[config.mk]
export PLATFORM = sky130hd
export DESIGN_NAME = http_response_header_parser_top
export DESIGN_NICKNAME = d
export VERILOG_FILES = /design/src/design/hrhp_pkg.sv /design/src/design/hrhp_core.sv /design/src/design/http_response_header_parser_top.sv
export SDC_FILE = /design/constraint.sdc
export NUM_CORES = 1
export LEC_CHECK = 0
export ABC_AREA = 1
export ABC_CLOCK_PERIOD_IN_PS = 5080
export BUFFER_PORTS_ARGS = -buffer_cell sky130_fd_sc_hd__buf_2
export CORE_MARGIN = 4
export CORE_UTILIZATION = 40
export CTS_CLUSTER_DIAMETER = 100
export DETAILED_ROUTE_END_ITERATION = 8
export PLACE_DENSITY = 0.64
export SLEW_MARGIN = 20
export SYNTH_ARGS = -nofsm -noshare
export SYNTH_HDL_FRONTEND = slang
export SYNTH_SLANG_ARGS = --single-unit
export TNS_END_PERCENT = 20
[constraint.sdc]
create_clock -name clock -period 5.08 [get_ports clock]
set_input_delay 0.508 -clock clock [delete_from_list [all_inputs] [get_ports clock]]
set_output_delay 0.508 -clock clock [all_outputs]
set_load 0.01 [all_outputs]
[src/design/hrhp_pkg.sv]
package hrhp_pkg;

   // Result codes carried on the result channel.
   localparam logic [2:0] CODE_OK             = 3'd0;
   localparam logic [2:0] CODE_INCOMPLETE     = 3'd1;
   localparam logic [2:0] CODE_MALFORMED      = 3'd2;
   localparam logic [2:0] CODE_BAD_LENGTH     = 3'd3;
   localparam logic [2:0] CODE_CHUNKED_LENGTH = 3'd4;

   localparam logic [7:0] CHAR_TAB   = 8'h09;
   localparam logic [7:0] CHAR_LF    = 8'h0A;
   localparam logic [7:0] CHAR_CR    = 8'h0D;
   localparam logic [7:0] CHAR_SPACE = 8'h20;
   localparam logic [7:0] CHAR_PLUS  = 8'h2B;
   localparam logic [7:0] CHAR_ZERO  = 8'h30;
   localparam logic [7:0] CHAR_NINE  = 8'h39;
   localparam logic [7:0] CHAR_COLON = 8'h3A;
   localparam logic [7:0] CHAR_UP_A  = 8'h41;
   localparam logic [7:0] CHAR_UP_Z  = 8'h5A;

   localparam int unsigned PREFIX_LEN   = 7;
   localparam int unsigned CL_NAME_LEN  = 14;
   localparam int unsigned TE_NAME_LEN  = 17;
   localparam int unsigned CHUNKED_LEN  = 7;
   localparam int unsigned VALUE_LIMIT  = 32;
   localparam int unsigned STATUS_MIN   = 100;
   localparam int unsigned STATUS_MAX   = 599;

   typedef enum logic [1:0] {
      PH_STATUS,
      PH_NAME,
      PH_LEAD,
      PH_VALUE
   } phase_type;

   typedef enum logic [1:0] {
      TERM_NONE,
      TERM_CR,
      TERM_CRLF,
      TERM_CRLFCR
   } term_type;

   typedef struct packed {
      logic [2:0]  result_code;
      logic [9:0]  status_code;
      logic [15:0] header_length;
      logic [31:0] body_length;
      logic        chunked_flag;
   } result_type;

   function automatic logic [7:0] to_lower(logic [7:0] c);
      return (c >= CHAR_UP_A && c <= CHAR_UP_Z) ? c + 8'd32 : c;
   endfunction

   function automatic logic is_digit(logic [7:0] c);
      return c >= CHAR_ZERO && c <= CHAR_NINE;
   endfunction

   function automatic logic [7:0] prefix_char(logic [2:0] i);
      case (i)
         3'd0:    return "H";
         3'd1:    return "T";
         3'd2:    return "T";
         3'd3:    return "P";
         3'd4:    return "/";
         3'd5:    return "1";
         3'd6:    return ".";
         default: return 8'h00;
      endcase
   endfunction

   function automatic logic [7:0] cl_char(logic [4:0] i);
      case (i)
         5'd0:    return "c";
         5'd1:    return "o";
         5'd2:    return "n";
         5'd3:    return "t";
         5'd4:    return "e";
         5'd5:    return "n";
         5'd6:    return "t";
         5'd7:    return "-";
         5'd8:    return "l";
         5'd9:    return "e";
         5'd10:   return "n";
         5'd11:   return "g";
         5'd12:   return "t";
         5'd13:   return "h";
         default: return 8'h00;
      endcase
   endfunction

   function automatic logic [7:0] te_char(logic [4:0] i);
      case (i)
         5'd0:    return "t";
         5'd1:    return "r";
         5'd2:    return "a";
         5'd3:    return "n";
         5'd4:    return "s";
         5'd5:    return "f";
         5'd6:    return "e";
         5'd7:    return "r";
         5'd8:    return "-";
         5'd9:    return "e";
         5'd10:   return "n";
         5'd11:   return "c";
         5'd12:   return "o";
         5'd13:   return "d";
         5'd14:   return "i";
         5'd15:   return "n";
         5'd16:   return "g";
         default: return 8'h00;
      endcase
   endfunction

   function automatic logic [7:0] chunked_char(logic [2:0] i);
      case (i)
         3'd0:    return "c";
         3'd1:    return "h";
         3'd2:    return "u";
         3'd3:    return "n";
         3'd4:    return "k";
         3'd5:    return "e";
         3'd6:    return "d";
         default: return 8'h00;
      endcase
   endfunction

endpackage

[src/design/hrhp_core.sv]
module hrhp_core #(
   parameter int unsigned POSITION_BITS = 16,
   parameter int unsigned LENGTH_BITS   = 32
) (
   input  logic                 clock,
   input  logic                 reset,
   input  logic                 step,
   input  logic [7:0]           data_byte,
   input  logic                 last_byte,
   output logic                 emit,
   output hrhp_pkg::result_type result
);

   typedef struct packed {
      hrhp_pkg::phase_type    phase;
      logic [2:0]             st_prog;
      logic [9:0]             st_val;
      logic                   st_bad;
      logic [2:0]             line_err;
      logic [4:0]             name_idx;
      logic [1:0]             alive;
      logic [5:0]             val_len;
      logic [LENGTH_BITS-1:0] acc;
      logic                   val_digit;
      logic                   val_bad;
      logic [LENGTH_BITS-1:0] len_reg;
      logic                   chunked;
   } parse_type;

   localparam logic [POSITION_BITS-1:0] POS_MAX = {POSITION_BITS{1'b1}};

   function automatic parse_type clear_line(parse_type s);
      parse_type r;
      r = s;
      r.phase     = hrhp_pkg::PH_NAME;
      r.name_idx  = '0;
      r.alive     = 2'b11;
      r.val_len   = '0;
      r.acc       = '0;
      r.val_digit = 1'b0;
      r.val_bad   = 1'b0;
      return r;
   endfunction

   function automatic parse_type parse_reset();
      parse_type r;
      r = '0;
      r = clear_line(r);
      r.phase    = hrhp_pkg::PH_STATUS;
      r.line_err = hrhp_pkg::CODE_OK;
      return r;
   endfunction

   function automatic parse_type value_byte(parse_type s, logic [7:0] c);
      parse_type              r;
      logic [LENGTH_BITS+3:0] wide;
      r = s;
      wide = ({4'd0, s.acc} << 3) + ({4'd0, s.acc} << 1) + (LENGTH_BITS + 4)'(c[3:0]);
      if (s.alive[0]) begin
         if (s.val_len == '0 && c == hrhp_pkg::CHAR_PLUS) begin
            r.val_bad = s.val_bad;
         end else if (hrhp_pkg::is_digit(c)) begin
            // Anything that spills into the top nibble is past the maximum.
            r.acc = (wide[LENGTH_BITS+3:LENGTH_BITS] != 4'd0) ? '1 : wide[LENGTH_BITS-1:0];
            r.val_digit = 1'b1;
         end else begin
            r.val_bad = 1'b1;
         end
      end else if (s.alive[1]) begin
         if (s.val_len >= 6'(hrhp_pkg::CHUNKED_LEN) ||
             hrhp_pkg::to_lower(c) != hrhp_pkg::chunked_char(s.val_len[2:0])) begin
            r.val_bad = 1'b1;
         end
      end
      if (s.val_len != 6'd63) begin
         r.val_len = s.val_len + 6'd1;
      end
      return r;
   endfunction

   function automatic parse_type content_step(parse_type s, logic [7:0] c);
      parse_type  r;
      logic [7:0] lc;
      logic [1:0] keep;
      r = s;
      lc = hrhp_pkg::to_lower(c);
      keep = 2'b00;
      if (s.phase == hrhp_pkg::PH_STATUS) begin
         if (s.st_prog == 3'd0) begin
            if (c == hrhp_pkg::CHAR_SPACE) begin
               r.st_prog = 3'd1;
            end
         end else if (s.st_prog < 3'd4) begin
            if (hrhp_pkg::is_digit(c)) begin
               r.st_val  = 10'(({3'd0, s.st_val} << 3) + ({3'd0, s.st_val} << 1) +
                               13'(c[3:0]));
               r.st_prog = s.st_prog + 3'd1;
            end else begin
               r.st_bad  = 1'b1;
               r.st_prog = 3'd4;
            end
         end
      end else if (s.line_err != hrhp_pkg::CODE_OK) begin
         r = s;
      end else if (s.phase == hrhp_pkg::PH_NAME) begin
         if (c == hrhp_pkg::CHAR_COLON) begin
            keep[0] = s.alive[0] && s.name_idx == 5'(hrhp_pkg::CL_NAME_LEN);
            keep[1] = s.alive[1] && s.name_idx == 5'(hrhp_pkg::TE_NAME_LEN);
            r.alive = keep;
            r.phase = hrhp_pkg::PH_LEAD;
         end else begin
            if (s.alive[0] && (s.name_idx >= 5'(hrhp_pkg::CL_NAME_LEN) ||
                               lc != hrhp_pkg::cl_char(s.name_idx))) begin
               r.alive[0] = 1'b0;
            end
            if (s.alive[1] && (s.name_idx >= 5'(hrhp_pkg::TE_NAME_LEN) ||
                               lc != hrhp_pkg::te_char(s.name_idx))) begin
               r.alive[1] = 1'b0;
            end
            if (s.name_idx != 5'd31) begin
               r.name_idx = s.name_idx + 5'd1;
            end
         end
      end else if (s.phase == hrhp_pkg::PH_LEAD &&
                   (c == hrhp_pkg::CHAR_SPACE || c == hrhp_pkg::CHAR_TAB)) begin
         r = s;
      end else begin
         r.phase = hrhp_pkg::PH_VALUE;
         r = value_byte(r, c);
      end
      return r;
   endfunction

   function automatic parse_type end_line(parse_type s);
      parse_type r;
      r = s;
      if (s.phase == hrhp_pkg::PH_STATUS) begin
         if (s.st_prog != 3'd4) begin
            r.st_bad = 1'b1;
         end
      end else if (s.line_err == hrhp_pkg::CODE_OK) begin
         if (s.phase == hrhp_pkg::PH_NAME) begin
            r.line_err = hrhp_pkg::CODE_MALFORMED;
         end else if (s.alive[0]) begin
            if (s.val_len == '0 || s.val_len >= 6'(hrhp_pkg::VALUE_LIMIT) ||
                !s.val_digit || s.val_bad) begin
               r.line_err = hrhp_pkg::CODE_BAD_LENGTH;
            end else begin
               r.len_reg = s.acc;
            end
         end else if (s.alive[1]) begin
            if (s.val_len == 6'(hrhp_pkg::CHUNKED_LEN) && !s.val_bad) begin
               r.chunked = 1'b1;
            end
         end
      end
      return clear_line(r);
   endfunction

   logic [POSITION_BITS-1:0] pos_ff, pos_in;
   hrhp_pkg::term_type       term_ff, term_in;
   logic                     finished_ff, finished_in;
   parse_type                parse_ff, parse_in;

   parse_type                pre_state;
   parse_type                cr_state;
   parse_type                new_state;
   logic [POSITION_BITS-1:0] new_pos;
   logic                     prev_cr;
   logic                     header_end;

   // Next state: position and prefix checks first, then the line logic.
   always_comb begin
      pre_state  = parse_ff;
      new_pos    = pos_ff;
      prev_cr    = (term_ff == hrhp_pkg::TERM_CR) || (term_ff == hrhp_pkg::TERM_CRLFCR);
      header_end = 1'b0;
      term_in    = term_ff;
      if (pos_ff == POS_MAX) begin
         if (parse_ff.line_err == hrhp_pkg::CODE_OK) begin
            pre_state.line_err = hrhp_pkg::CODE_MALFORMED;
         end
      end else begin
         new_pos = pos_ff + POSITION_BITS'(1);
      end
      if (pos_ff < POSITION_BITS'(hrhp_pkg::PREFIX_LEN) &&
          data_byte != hrhp_pkg::prefix_char(pos_ff[2:0])) begin
         pre_state.st_bad = 1'b1;
      end
      // A CR that was held back is an ordinary byte unless LF follows it.
      cr_state  = prev_cr ? content_step(pre_state, hrhp_pkg::CHAR_CR) : pre_state;
      new_state = cr_state;
      if (data_byte == hrhp_pkg::CHAR_LF && prev_cr) begin
         if (term_ff == hrhp_pkg::TERM_CRLFCR) begin
            term_in    = hrhp_pkg::TERM_NONE;
            header_end = 1'b1;
            new_state  = pre_state;
         end else begin
            term_in   = hrhp_pkg::TERM_CRLF;
            new_state = end_line(pre_state);
         end
      end else if (data_byte == hrhp_pkg::CHAR_CR) begin
         term_in = (term_ff == hrhp_pkg::TERM_CRLF) ? hrhp_pkg::TERM_CRLFCR
                                                    : hrhp_pkg::TERM_CR;
      end else begin
         term_in   = hrhp_pkg::TERM_NONE;
         new_state = content_step(cr_state, data_byte);
      end

      pos_in      = new_pos;
      parse_in    = new_state;
      finished_in = header_end;
      if (finished_ff) begin
         pos_in      = pos_ff;
         parse_in    = parse_ff;
         term_in     = term_ff;
         finished_in = 1'b1;
      end
      if (last_byte) begin
         pos_in      = '0;
         parse_in    = parse_reset();
         term_in     = hrhp_pkg::TERM_NONE;
         finished_in = 1'b0;
      end
   end

   // Result for the current beat, taken from the updated state.
   always_comb begin
      result = '0;
      emit   = 1'b0;
      if (!finished_ff && header_end) begin
         emit                  = 1'b1;
         result.status_code    = new_state.st_val;
         result.header_length  = 16'(new_pos);
         result.body_length    = 32'(new_state.len_reg);
         result.chunked_flag   = new_state.chunked;
         if (new_state.st_bad || new_state.st_val < 10'(hrhp_pkg::STATUS_MIN) ||
             new_state.st_val > 10'(hrhp_pkg::STATUS_MAX)) begin
            result.result_code    = hrhp_pkg::CODE_MALFORMED;
            result.status_code    = new_state.st_bad ? 10'd0 : new_state.st_val;
            result.body_length    = '0;
            result.chunked_flag   = 1'b0;
         end else if (new_state.line_err != hrhp_pkg::CODE_OK) begin
            result.result_code = new_state.line_err;
         end else if (new_state.chunked && new_state.len_reg != '0) begin
            result.result_code = hrhp_pkg::CODE_CHUNKED_LENGTH;
         end else begin
            result.result_code = hrhp_pkg::CODE_OK;
         end
      end else if (!finished_ff && last_byte) begin
         emit               = 1'b1;
         result.result_code = hrhp_pkg::CODE_INCOMPLETE;
      end
   end

   always_ff @(posedge clock) begin
      if (reset) begin
         pos_ff      <= '0;
         term_ff     <= hrhp_pkg::TERM_NONE;
         finished_ff <= 1'b0;
         parse_ff    <= parse_reset();
      end else if (step) begin
         pos_ff      <= pos_in;
         term_ff     <= term_in;
         finished_ff <= finished_in;
         parse_ff    <= parse_in;
      end
   end

endmodule

[src/design/http_response_header_parser_top.sv]
// HTTP/1.x response header parser.
// The req channel carries one byte of the response buffer per beat, with
// req_last_byte marking the final byte of a buffer. The rsp channel carries
// at most one result per buffer: a result code with the status, header
// length, Content-Length and chunked flag once CR LF CR LF is seen, or an
// incomplete result on the last byte if the header never ended. Bytes after
// the header end are absorbed without effect until the last byte, after
// which the parser starts afresh for the next buffer.
// A byte is held in an input register and parsed when it advances, and its
// result, if any, is loaded into the output register that drives rsp. One
// byte is taken per cycle as long as the output register is free or being
// drained. When the receiver stalls with a result pending, parsing pauses;
// the input register still takes one byte, and req_ready then drops until
// the result beat is taken. Reset clears the parser state and empties both
// registers.
module http_response_header_parser_top #(
   parameter int unsigned POSITION_BITS = 16,
   parameter int unsigned LENGTH_BITS   = 32
) (
   input  logic        clock,
   input  logic        reset,
   input  logic        req_valid,
   output logic        req_ready,
   input  logic [7:0]  req_data_byte,
   input  logic        req_last_byte,
   output logic        rsp_valid,
   input  logic        rsp_ready,
   output logic [2:0]  rsp_result_code,
   output logic [9:0]  rsp_status_code,
   output logic [15:0] rsp_header_length,
   output logic [31:0] rsp_body_length,
   output logic        rsp_chunked_flag
);

   logic                 in_valid_ff, in_valid_in;
   logic [7:0]           in_byte_ff;
   logic                 in_last_ff;
   logic                 rsp_valid_ff, rsp_valid_in;
   hrhp_pkg::result_type rsp_ff;
   hrhp_pkg::result_type core_result;
   logic                 core_emit;
   logic                 advance;

   assign advance   = in_valid_ff && (!rsp_valid_ff || rsp_ready);
   assign req_ready = !in_valid_ff || advance;

   hrhp_core #(
      .POSITION_BITS (POSITION_BITS),
      .LENGTH_BITS   (LENGTH_BITS)
   ) u_core (
      .clock     (clock),
      .reset     (reset),
      .step      (advance),
      .data_byte (in_byte_ff),
      .last_byte (in_last_ff),
      .emit      (core_emit),
      .result    (core_result)
   );

   always_comb begin
      in_valid_in = in_valid_ff;
      if (req_valid && req_ready) begin
         in_valid_in = 1'b1;
      end else if (advance) begin
         in_valid_in = 1'b0;
      end
      rsp_valid_in = rsp_valid_ff;
      if (advance && core_emit) begin
         rsp_valid_in = 1'b1;
      end else if (rsp_ready) begin
         rsp_valid_in = 1'b0;
      end
   end

   always_ff @(posedge clock) begin
      if (reset) begin
         in_valid_ff  <= 1'b0;
         rsp_valid_ff <= 1'b0;
      end else begin
         in_valid_ff  <= in_valid_in;
         rsp_valid_ff <= rsp_valid_in;
      end
   end

   always_ff @(posedge clock) begin
      if (req_valid && req_ready) begin
         in_byte_ff <= req_data_byte;
         in_last_ff <= req_last_byte;
      end
      if (advance && core_emit) begin
         rsp_ff <= core_result;
      end
   end

   assign rsp_valid          = rsp_valid_ff;
   assign rsp_result_code    = rsp_ff.result_code;
   assign rsp_status_code    = rsp_ff.status_code;
   assign rsp_header_length  = rsp_ff.header_length;
   assign rsp_body_length    = rsp_ff.body_length;
   assign rsp_chunked_flag   = rsp_ff.chunked_flag;

   // An incomplete result carries no other information.
   a_incomplete_zero: assert property (@(posedge clock) disable iff (reset)
      rsp_valid_ff && rsp_ff.result_code == hrhp_pkg::CODE_INCOMPLETE |->
         rsp_ff.status_code == 10'd0 && rsp_ff.header_length == 16'd0 &&
         rsp_ff.body_length == 32'd0 && !rsp_ff.chunked_flag)
      else $error("incomplete result with nonzero fields");

   // A good result always has a status in the legal range.
   a_ok_status_range: assert property (@(posedge clock) disable iff (reset)
      rsp_valid_ff && rsp_ff.result_code == hrhp_pkg::CODE_OK |->
         rsp_ff.status_code >= 10'd100 && rsp_ff.status_code <= 10'd599)
      else $error("ok result with status out of range");

   a_chunked_code: assert property (@(posedge clock) disable iff (reset)
      rsp_valid_ff && rsp_ff.result_code == hrhp_pkg::CODE_CHUNKED_LENGTH |->
         rsp_ff.chunked_flag && rsp_ff.body_length != 32'd0)
      else $error("chunked code without chunked flag and length");

   // While a result waits, the byte in the input register must not be parsed.
   a_stall_holds_input: assert property (@(posedge clock) disable iff (reset)
      in_valid_ff && rsp_valid_ff && !rsp_ready |=> in_valid_ff && $stable(in_byte_ff))
      else $error("input byte lost during output stall");

   a_code_range: assert property (@(posedge clock) disable iff (reset)
      rsp_valid_ff |-> rsp_ff.result_code <= hrhp_pkg::CODE_CHUNKED_LENGTH)
      else $error("result code out of range");

endmodule
# Word level (Yosys, flattened, before mapping)
# Memories as Yosys holds them, arrays and structs flattened. A register that Yosys moved wholly into a read port is not among the register bits.
# Cells that the tools add are included.
# word_totals
input_bits,13
elab_cells,311
n_memories,4
romBits,672
reg_bits,191
out_inout_bits,64
# op_classes
mux,143
bitwise_logic,1
reduce_logical,62
magnitude_cmp,16
n_eq_ne,49
addsub,11
# mem_list
memory,words,width,rd,rd_clocked_by_memory_dff,wr,line_no,source
(no name shown),32,7,1,1,0,hrhp_pkg.sv:93,case (i)
(no name shown),32,7,1,0,0,hrhp_pkg.sv:93,
(no name shown),16,7,1,1,0,hrhp_pkg.sv:73,case (i)
(no name shown),16,7,1,0,0,hrhp_pkg.sv:73,
# ops
cell,count
$mux 99,9
$mux 8,34
$mux 33,6
$mux 83,2
$mux 73,2
$pmux 7 s7,2
$mux 32,3
$mux 3,17
$mux 16,3
$pmux 7 s6,1
$mux 10,4
$add 35x33->36,1
$add 36x4->36,1
$mux 1,33
$reduce_bool 32->1,1
$mux 14,2
$eq 3x3->1 const B,9
$mux 5,5
$eq 8x4->1 const B,3
$eq 8x6->1 const B,3
$ne 4x8->1 const A,3
$ne 8x8->1,3
$mux 2,11
$logic_not 3->1,7
other kinds (50),117

# Longest topological paths before layout
# logic_depth
depth_word,43
ltp_mapped,30
ltp_nobuf,30

# Modules after synthesis
# From an unflattened synthesis, not the netlist that was laid out.
# hier_totals
hier_cells,1992
hier_area_um2,14199.9
# by_module_without_submodules
mod,area_each_um2,n_inst,seq_area_each_um2,cells_per_inst
hrhp_core,11959.0,1,2642.5,1903
http_response_header_parser_top,2240.9,1,2172.1,89

# Worst setup path after synthesis
# Ideal clock, no wire load.
# synth_timing
path_kind,register -> register
start,register in_byte_ff[2]
end,register rsp_ff (netlist bit rsp_body_length[0]) (enable)
path_slack_ps,620
arrival_ps,3976
synth_period_minus_slack_ps,4460
stages_incl_launch_ff,10
required_time_ps,4596
path_cell_list,edfxtp_1 inv_2 nand2_2 nor2_4 nand2_1 nor3_1 inv_1 nor2_1 nor2_1 nor2_1
# synth_via
elab_chain_cells,6
# synth_rtl
element,line_no,source
"start, declared",http_response_header_parser_top.sv:36,logic [7:0] in_byte_ff;
"start signal, assigned",http_response_header_parser_top.sv:87,in_byte_ff <= req_data_byte;
$eq 8x4->1,hrhp_core.sv:193,if (data_byte == hrhp_pkg::CHAR_LF && prev_cr) begin
$logic_and 1x1->1,hrhp_core.sv:193,
$mux 1,hrhp_core.sv:193,
$logic_and 1x1->1,hrhp_core.sv:231,if (!finished_ff && header_end) begin
$mux 1,hrhp_core.sv:231,
$logic_and 1x1->1,http_response_header_parser_top.sv:90,if (advance && core_emit) begin
"end signal, assigned",http_response_header_parser_top.sv:91,rsp_ff <= core_result;
"end, declared",http_response_header_parser_top.sv:39,hrhp_pkg::result_type rsp_ff;
# Every way passes these cells.
# A chain may end at the register's enable or synchronous reset.

# Worst setup path after layout
# layout_timing
start,register in_byte_ff[2]
end,register u_core.parse_ff[35] in the netlist's numbering
# layout_via
elab_chain_cells,14
word_cells_on_any_way,28
classes_between,add/sub (1); order compare (2); eq/ne (6); mux (12); reduce/logical (7)
# layout_rtl
element,line_no,source
$add 36x4->36,hrhp_core.sv:58,"wide = ({4'd0, s.acc} << 3) + ({4'd0, s.acc} << 1) + (LENGTH_BITS + 4)'(c[3:0]);"
$reduce_bool 4->1,hrhp_core.sv:64,r.acc = (wide[LENGTH_BITS+3:LENGTH_BITS] != 4'd0) ? '1 : wide[LENGTH_BITS-1:0];
$mux 32,hrhp_core.sv:64,
$mux 33,hrhp_core.sv:62,end else if (hrhp_pkg::is_digit(c)) begin
$mux 33,hrhp_core.sv:60,if (s.val_len == '0 && c == hrhp_pkg::CHAR_PLUS) begin
$mux 33,hrhp_core.sv:59,if (s.alive[0]) begin
$mux 99,hrhp_core.sv:124,end else if (s.phase == hrhp_pkg::PH_LEAD &&
$mux 73,hrhp_core.sv:105,end else if (s.phase == hrhp_pkg::PH_NAME) begin
$mux 99,hrhp_core.sv:103,end else if (s.line_err != hrhp_pkg::CODE_OK) begin
$mux 83,hrhp_core.sv:88,if (s.phase == hrhp_pkg::PH_STATUS) begin
$mux 99,hrhp_core.sv:202,end else if (data_byte == hrhp_pkg::CHAR_CR) begin
$mux 99,hrhp_core.sv:193,
$mux 99,hrhp_core.sv:213,if (finished_ff) begin
$mux 99,hrhp_core.sv:219,if (last_byte) begin
"end signal, assigned",hrhp_core.sv:261,parse_ff <= parse_reset();
"end signal, assigned",hrhp_core.sv:266,parse_ff <= parse_in;
"end, declared",hrhp_core.sv:163,"parse_type parse_ff, parse_in;"
# Several ways; a longest one is shown, not always the timed one. The select of a mux whose other input is x is not followed.

==> impl_metrics.toml <==
[setup_path]
cp-end-kind = "flip-flop"
r2r_slack_ns = 1.09
critPathLaunchType = "flip-flop"
path_max_fanout = 32
worstSetupPathType = "reg2reg"
critPathArrivalTime_ns = 4.36
worstPathRequired_ns = 5.45

[synth]
synth_xor_area_frac = 0.03818
yosysUniqueCellTypes = 66
yosysMostFrequentCell = "nand2_1"
yosys.area.top_type = "dfxtp_1"
ys_ff_latch = 205
syn_area_um2 = 13930
synthArstFlopShare = 0
ys_top_cells_by_count = "nand2_1, inv_1, a21oi_1"
syn_area_per_cell_um2 = 7.254
synth_nets = 2045
synth_area_leaders = "dfxtp_1, edfxtp_1, nand2_1"
ys_seq_area_frac = 0.3457
synth.area.mux_share = 0
ys_warn_count = 0
synth_fa_ha_area_frac = 0.1028
synth_top_family_by_area = "simple AND/OR/NAND/NOR gates"
yosysTopAreaCellShare = 0.1926
synth-edff-count = 71
syn_inst = 1920
synth-compound-area-share = 0.1437
ys.flop_type = "dfxtp_1"
synthSimpleGateAreaFrac = 0.2826

[sta]
setup_viol = 0
setup_slack_ns = 1.093
fmax_mhz = 250.8
skew_ns = 0.02244
min_period_ns = 3.987
fin_tns_setup_ns = 0
worstMarginPinSlew_ns = 1.108
max_slew_margin = 0.2612
period_share = 0.7849
hold_violations = 0
rsz0062_at_grt = "false"
maxSlewViolCount = 0
fin_hold_ws_ns = 0.1513

[clock_tree]
cts_resized = 0
cts_hold_buf = 0
numCtsBuffers = 24
clk_path_buf_depth = 3
root_buffer = "clkbuf_16"
clk_latency_ns = 0.54
cts.sink_count = 205
htree_levels = 1
cts.clk_slew.worst_paths_ns = 0.06
cts_tree = "built"
cts_setup_buffers = 0

[routing]
wirelength_mm = 37.01
vias = 12830
wl_per_cell_um = 15.07
drc_errors = 0
drt-initial-drc-count = 1050
dr.pass1.iters = 5
viasPerCell = 5.224
antenna_left = 0

[placement]
dp_hpwl_mm = 27.45
port_buffers = 76
gp_congestion = 0.9191
pre_cts_ws_ns = 1.102

[run_status]
status = "complete, no violations"

[global_routing]
grt_usage = 0.1874
grt_pass1_wl_mm = 60.25
grt_overflow = 0
grt_pass1_vias = 12010
grt_max_degree = 84
antenna_found_initial = 1

[job]
maxCapViolCount = 0

[floorplan]
die_w_um = 194.6
die_y_um = 194.6
coreArea_um2 = 34460
io-pin-count = 77
placementRows = 68
dieArea_um2 = 37870
initial_core_util = 0.4042

[final_layout]
drive_gt1_frac = 0.1134
n_fill_cell = 3479
area_growth_pct = 11.47
n_antenna_cell = 0
nets = 2108
multiInputGateArea_um2 = 7928
seqCellArea_um2 = 4815

[pwr]
p_leak_nw = 6.583
max-vdd-ir-drop_v = 0.0001977
p_per_area_nw_per_um2 = 235.2

[min_path]
holdCritPathClass = "in2reg"
==> cell type report <==
type | count | area share
multi-input cells | 1412 | 0.5106
flip-flops and latches | 205 | 0.3101
inverters | 252 | 0.06125
clock buffers | 34 | 0.04304
well taps | 455 | 0.03667
repair buffers | 88 | 0.03127
clock inverters | 10 | 0.007012
==> final timing paths <==
path,end,start,depth (start not counted)
worst max-delay path,u_core.parse_ff[35]$_SDFFE_PP0P_,in_byte_ff[2]$_DFFE_PP_,20
worst min-delay path,in_byte_ff[3]$_DFFE_PP_,req_data_byte[3],1
worst max register to register,u_core.parse_ff[35]$_SDFFE_PP0P_,in_byte_ff[2]$_DFFE_PP_,20
worst min register to register,u_core.parse_ff[7]$_SDFFE_PP0P_,u_core.parse_ff[7]$_SDFFE_PP0P_,2
==> layer usage <==
layer	vias to the layer above	share of wire	global-route usage
li1	6449	-	-
met1	5954	0.45	0.2526
met2	358	0.47	0.3206
met3	68	0.051	0.02028
met4	0	0.025	0.05130
met5	-	0	0
==> state kept, by name, summed over array words and instances (netlist names), named ones only <==
register,cells
u_core.finished_ff,1
rsp_valid,1
in_valid_ff,1
rsp_header_length,16
u_core.pos_ff,16
rsp_chunked_flag,1
u_core.parse_ff,99
rsp_result_code,3
u_core.term_ff,2
rsp_status_code,10
rsp_body_length,32
in_byte_ff,8
in_last_ff,1
==> layout by cell type, fill, tap and decap left out, types with 4 or more instances in the layout <==
| cell | Yosys | layout |
|---|---|---|
| a21oi_1 | 165 | 165 |
| nor3_1 | 23 | 23 |
| o22ai_1 | 4 | 4 |
| edfxtp_1 | 71 | 71 |
| nand3_1 | 84 | 84 |
| xnor2_1 | 24 | 24 |
| clkbuf_1 | 21 | 7 |
| nand4_1 | 25 | 25 |
| a21boi_0 | 5 | 5 |
| dfxtp_1 | 134 | 134 |
| nand2_1 | 518 | 518 |
| a31oi_1 | 10 | 10 |
| buf_4 | 8 | 12 |
| nor2_2 | 15 | 14 |
| o21ai_1 | 14 | 14 |
| o21ai_0 | 92 | 92 |
| nand2_4 | 4 | 4 |
| or2_1 | 4 | 4 |
| nor4_1 | 17 | 17 |
| clkinv_2 | 0 | 4 |
| a21o_1 | 4 | 4 |
| clkbuf_16 | 0 | 24 |
| nor3_2 | 5 | 4 |
| buf_2 | 17 | 75 |
| o21bai_1 | 7 | 7 |
| nand2_2 | 16 | 16 |
| nand3_2 | 7 | 7 |
| nor2_1 | 155 | 153 |
| o211ai_1 | 7 | 7 |
| xor2_1 | 33 | 33 |
| a2bb2oi_1 | 6 | 6 |
| o21ai_2 | 5 | 5 |
| nor2_4 | 4 | 7 |
| inv_2 | 25 | 25 |
| fa_1 | 4 | 4 |
| o21a_1 | 6 | 6 |
| ha_1 | 108 | 108 |
| inv_1 | 225 | 225 |
==> cell families (layout without fill, tap and decap cells) <==
| group | count (synthesis) | in the layout |
|---|---|---|
| adders and majority gates | 112 | 112 |
| DFF | 205 | 205 |
| xor gates and xnor gates | 59 | 59 |
| buffers and inverters | 303 | 384 |
| AOI/OAI and AO/OA | 349 | 349 |
| and+or+nand+nor | 892 | 892 |
==> critical path: stages (launching register included) <==
cell	delay (ns)
edfxtp_1	0.53
ha_1	0.36
ha_1	0.24
fa_1	0.41
nand3_1	0.09
nand2_1	0.09
nand2_1	0.07
nand2_1	0.08
nand3_1	0.13
a31oi_1	0.15
a21boi_0	0.43
inv_1	0.09
nand4_1	0.12
nand2_1	0.07
nand2_1	0.08
nand4_1	0.10
nor3_2	0.11
buf_4	0.37
nand2_1	0.14
nand2_1	0.09
a21oi_1	0.06
==> per-stage QoR <==
| stage | utilization | cells | power (mW) | instance area [µm²] |
|---|---|---|---|---|
| floorplan | - | 1920 | 1.931 | 13930 |
| global placement | 0.4280 | 2412 | 2.007 | 14750 |
| detailed placement | 0.4280 | 2412 | 2.009 | 14750 |
| CTS | 0.4505 | 2456 | 3.690 | 15520 |
| global route | 0.4505 | 2456 | 3.786 | 15520 |
| finish | 0.4505 | 2456 | 3.651 | 15520 |
==> power breakdown <==
part	leakage [nW]	internal (mW)	switching, mW
logic	4.51	0.0635	0.172
clock network	0.377	0.976	0.701
registers	1.70	1.72	0.0200
total	6.58	2.76	0.893
Note: power is estimated with default switching activity, not from simulation.
